File: src/rtl/rchs_ram.sv
// generic single write, single registered read ram
module rchs_ram #(
   parameter int WIDTH = 32,
   parameter int DEPTH = 64
) (
   input  logic                                         clock,
   input  logic                                         wr_en,
   input  logic [((DEPTH > 1) ? $clog2(DEPTH) : 1)-1:0] wr_addr,
   input  logic [WIDTH-1:0]                             wr_data,
   input  logic                                         rd_en,
   input  logic [((DEPTH > 1) ? $clog2(DEPTH) : 1)-1:0] rd_addr,
   output logic [WIDTH-1:0]                             rd_data_ff
);

   logic [WIDTH-1:0] mem_ff [DEPTH];

   always_ff @(posedge clock) begin
      if (wr_en) begin
         mem_ff[wr_addr] <= wr_data;
      end
      if (rd_en) begin
         rd_data_ff <= mem_ff[rd_addr];
      end
   end

endmodule

File: config.mk
export PLATFORM = sky130hd
export DESIGN_NAME = rchs_ram
export DESIGN_NICKNAME = d
export VERILOG_FILES = /design/src/rtl/rchs_ram.sv
export SDC_FILE = /design/constraint.sdc
export NUM_CORES = 2
export LEC_CHECK = 0
export ABC_AREA = 1
export BUFFER_PORTS_ARGS = -buffer_cell sky130_fd_sc_hd__clkbuf_2
export CAP_MARGIN = 30
export CORE_ASPECT_RATIO = 0.8
export CORE_UTILIZATION = 40
export CTS_BUF_LIST = sky130_fd_sc_hd__clkbuf_8
export DETAILED_ROUTE_END_ITERATION = 10
export PLACE_DENSITY_LB_ADDON = 0.08
export SYNTH_ARGS = -nofsm -noshare
export SYNTH_HDL_FRONTEND = slang
export SYNTH_SLANG_ARGS = --single-unit
File: constraint.sdc
create_clock -name clock -period 6.9 [get_ports clock]
set_input_delay 0.69 -clock clock [delete_from_list [all_inputs] [get_ports clock]]
set_output_delay 0.69 -clock clock [all_outputs]
set_load 0.05 [all_outputs]
==> results.env <==
PEAK_SUPPLY_DROP_mV=0.213
VIAS_IN_THE_FIRST_GLOBAL_ROUTE=51700
SYNTH.AREA.MUX_SHARE=0
POST_SYNTH_XOR_AREA_FRACTION=0
TIMING_MAX_TRANSITION_VIOLATIONS_FINAL=0
TOTAL_CTS_BUFFERS=351
CLOCK_LATENCY_PS=1060
SYNTHFLOPTYPE='sky130_fd_sc_hd__edfxtp_1'
HOLD_PATH.CLASS='input pin to register'
ROUTED_VIA_DENSITY=5.52
CTSHTREEMAXLEVEL=5
FLOORPLAN.DIE.HEIGHT_UM=410
CRITICAL-PATH-MAX-STAGE-DELAY_PS=820
CRITICALPATHCATEGORY='input pin to register'
SYNTH_SIMPLE_GATE_AREA_SHARE=0.220
GRT_MAX_DEGREE=177
GP_CONGESTION=0.816
DP_CELLS=9281
SYNTHESIZED_AREA_UM2=83100
GROUTE.LAYER.MET2.USAGE=0.381
CTS-ROOT-TO-SINK-BUFFERS=4
SYNTH.LARGEST_AREA_CELL='sky130_fd_sc_hd__edfxtp_1'
ARRIVAL_PS=4390
CLKTRANSATPATHREGS_PS=60
PATH_DELAY_FAMILY='buffers and inverters'
TOTAL_POWER_mW=25.5
ROWS=149
LAYOUT-AREA-OVERHEAD-VS-SYNTH_PCT=11.4
HOLDBUFCOUNTCTS=0
REGISTER_AREA_SHARE_AFTER_SYNTHESIS=0.752
GRT_SETUP_UNREPAIRED='no'
BOUNDARYPINS=79
FINAL.PERIOD_UTILIZATION=0.505
NUMPORTBUFFERS=78
DIEWIDTH_UM=511
FRACTION_OF_FINAL_LAYOUT_CELLS_SIZED_BEYOND_DRIVE_STRENGTH_1=0.0984
STDCELL_COUNT=9871
DRCVIOLATIONCOUNT=0
WORST_SLEW_MARGIN_REL=0.297
SYNTH.AREA.TOP_CELLS='sky130_fd_sc_hd__edfxtp_1 (75%), sky130_fd_sc_hd__nand3_1 (11%), sky130_fd_sc_hd__nand2_1 (10%)'
POSTSYNTHREGISTERBITS=2080
DETAIL_ROUTE.WL_PER_CELL_UM=27.5
TIMING.CRITICAL_PATH.CELLS='buf_8 -> inv_16 -> buf_16 -> buf_4 -> nand2_1 -> nand3_1 -> nand3_1 -> nand3_1 -> nand3_1 -> nand2_1 -> nand2_1 -> nand2_1'
CRITPATHREQUIREDTIME_PS=7800
CTS.SINK_COUNT=2080
GRT_FIRST_PASS_WIRELENGTH_MM=387
POWERDENSITY_nW_PER_UM2=276
POST-SYNTH-TOP-AREA-FRACTION=0.752
MINIMUM_HOLD_SLACK_PS=201
GLOBAL_ROUTE.OVERFLOW_TOTAL=0
YS_WARN_COUNT=0
TIMING.SETUP.TNS_PS=0
GRT_USE_MET3=0.0435
CTS_TREE='done'
PLACEABLECOREAREA_UM2=206000
POST_SYNTH_NET_TOTAL=6816
FINAL_ANTENNA_NET_COUNT=0
MET1_CAPACITY_USAGE_DURING_GLOBAL_ROUTING=0.385
INITIAL_CORE_UTILIZATION=0.403
GRT_ANTENNA_BEFORE_REPAIR=7
NNETSFINAL=6965
ASYNC_RESET_FF_FRAC=0
HPWLAFTERDP_MM=137
POST_SYNTH_MOST_FREQUENT_CELLS='sky130_fd_sc_hd__nand2_1 (2248), sky130_fd_sc_hd__edfxtp_1 (2080), sky130_fd_sc_hd__nand3_1 (1907)'
CTSROOTBUFFERMASTER='sky130_fd_sc_hd__clkbuf_8'
SYNTHDISTINCTLIBCELLS=15
TIMING.CRITICAL_PATH.BUF_INV=4
OVERALL_VIA_COUNT_FROM_DETAIL_ROUTE=54500
SYNTH-EDFF-COUNT=2080
LAYOUT_MIN_CYCLE_TIME_PS=3490
DRV.MAX_CAP_VIOLATION_COUNT=0
POWER.LEAKAGE_nW=32.6
SETUP.WORST_PATH.START_CLASS='input pin'
DRT_ITER0_DRC=6216
REPORT.FINAL.HOLD_VIOL_COUNT=0
SETUP_FIX_BUFFERS_ADDED_AFTER_CLOCK_TREE_SYNTHESIS=0
DETAIL_ROUTE.FIRST_PASS.ITERATIONS=6
DIE_AREA_UM2=209000
MAX_FREQ_GHz=0.287
PATH_MAX_FANOUT=176
SYNTHESIZED_INSTANCE_COUNT=6769
CP_SLOWEST_CELL='sky130_fd_sc_hd__buf_4'
RUN_STATUS='finished clean'
WORST_SETUP_PATH_END_KIND='register'
GRT.TOTAL_USAGE=0.256
POST_SYNTH.CELL_AREA_AVG_UM2=12.3
SETUP-VIOLATIONS-FINAL=0
COMPOUND_CELL_AREA_SHARE_OF_THE_YOSYS_NETLIST=0
NUMBER_OF_RESIZED_INSTANCES_IN_THE_POST_CTS_REPAIR_STEP=0
FINALCLOCKSKEW_PS=68.5
SYNTHADDERAREAFRAC=0
SYNTH_MOST_COMMON_CELL='sky130_fd_sc_hd__nand2_1'
TIMING_WORST_SLEW_PIN_VALUE_PS=1060
ROUTE.FINAL.WIRE_LENGTH_MM=271
POST-ROUTE-UTIL=0.449
GR-MAX-USAGE-LAYER='met1'
SYNTH_TOP_FAMILY_BY_AREA='simple AND/OR/NAND/NOR gates'
==> layout make-up <==
class / instances / area, µm²
antenna: 12 / 30.0
clock buffer: 355 / 4890
clock inverter: 221 / 921
fill: 19100 / 114000
inverter: 12 / 83.8
multi-input combinational: 4228 / 18800
sequential: 2080 / 62500
tap: 2718 / 3400
timing repair buffer: 245 / 1970
==> sequential cells by signal, summed over array words and instances (netlist names) <==
| name | flops |
|---|---|
| mem_ff | 2048 |
| rd_data_ff | 32 |
==> placed cells by master (no fill, tap or decap), drive strengths merged <==
master    netlist  layout
nand2        2248    2248
edfxtp       2080    2080
nand3        1907    1907
clkbuf         77     428
buf           372     172
inv            12     122
clkinv          0     103
nor2           56      56
diode           0      12
nand4           9       9
nor4            8       8
clkinvlp        0       7
bufinv          0       1
==> layer usage <==
layer | vias to the layer above | wire length (µm)
met5 | - | 0
met4 | 0 | 6680
met3 | 435 | 19300
met2 | 2089 | 120000
met1 | 27500 | 126000
li1 | 24500 | -
==> worst register-to-register path: stages, from the launching register on <==
cell and delay, ps:
sky130_fd_sc_hd__edfxtp_1 360, sky130_fd_sc_hd__nand2_1 80, sky130_fd_sc_hd__nand3_1 90, sky130_fd_sc_hd__nand3_1 220, sky130_fd_sc_hd__nand3_1 120, sky130_fd_sc_hd__nand3_1 180, sky130_fd_sc_hd__nand2_1 260, sky130_fd_sc_hd__nand2_1 310
sky130_fd_sc_hd__nand2_1 120
==> kinds of logic (layout without fill, tap and decap cells) <==
| family | Yosys count | after routing |
|---|---|---|
| buf+inv | 461 | 833 |
| flops | 2080 | 2080 |
| simple gates | 4228 | 4228 |
| other cells | 0 | 12 |
==> path summary, 6_finish.rpt <==
check / slack (ps) / to / from / cells past startpoint
max: 3410 / rd_data_ff[2]$_DFFE_PP_ / rd_addr[0] / 12
min: 200 / mem_ff[54][10]$_DFFE_PP_ / wr_addr[0] / 2
max reg2reg: 4910 / rd_data_ff[2]$_DFFE_PP_ / mem_ff[56][2]$_DFFE_PP_ / 8
min reg2reg: 860 / rd_data_ff[3]$_DFFE_PP_ / mem_ff[36][3]$_DFFE_PP_ / 8
==> through the flow <==
step                cell area, µm²  setup WS, ps
floorplan                    83100          2080
global placement             86600          2450
detailed placement           86700          2450
CTS                          92500          3590
global route                 92500          3460
finish                       92500          3410
==> where the power goes <==
part           total (mW)  switching [mW]  internal (mW)
logic                1.74            1.37          0.368
registers            14.1          0.0415           14.0
clock network        9.70            4.94           4.77
Power figures use the tool's default switching activity.
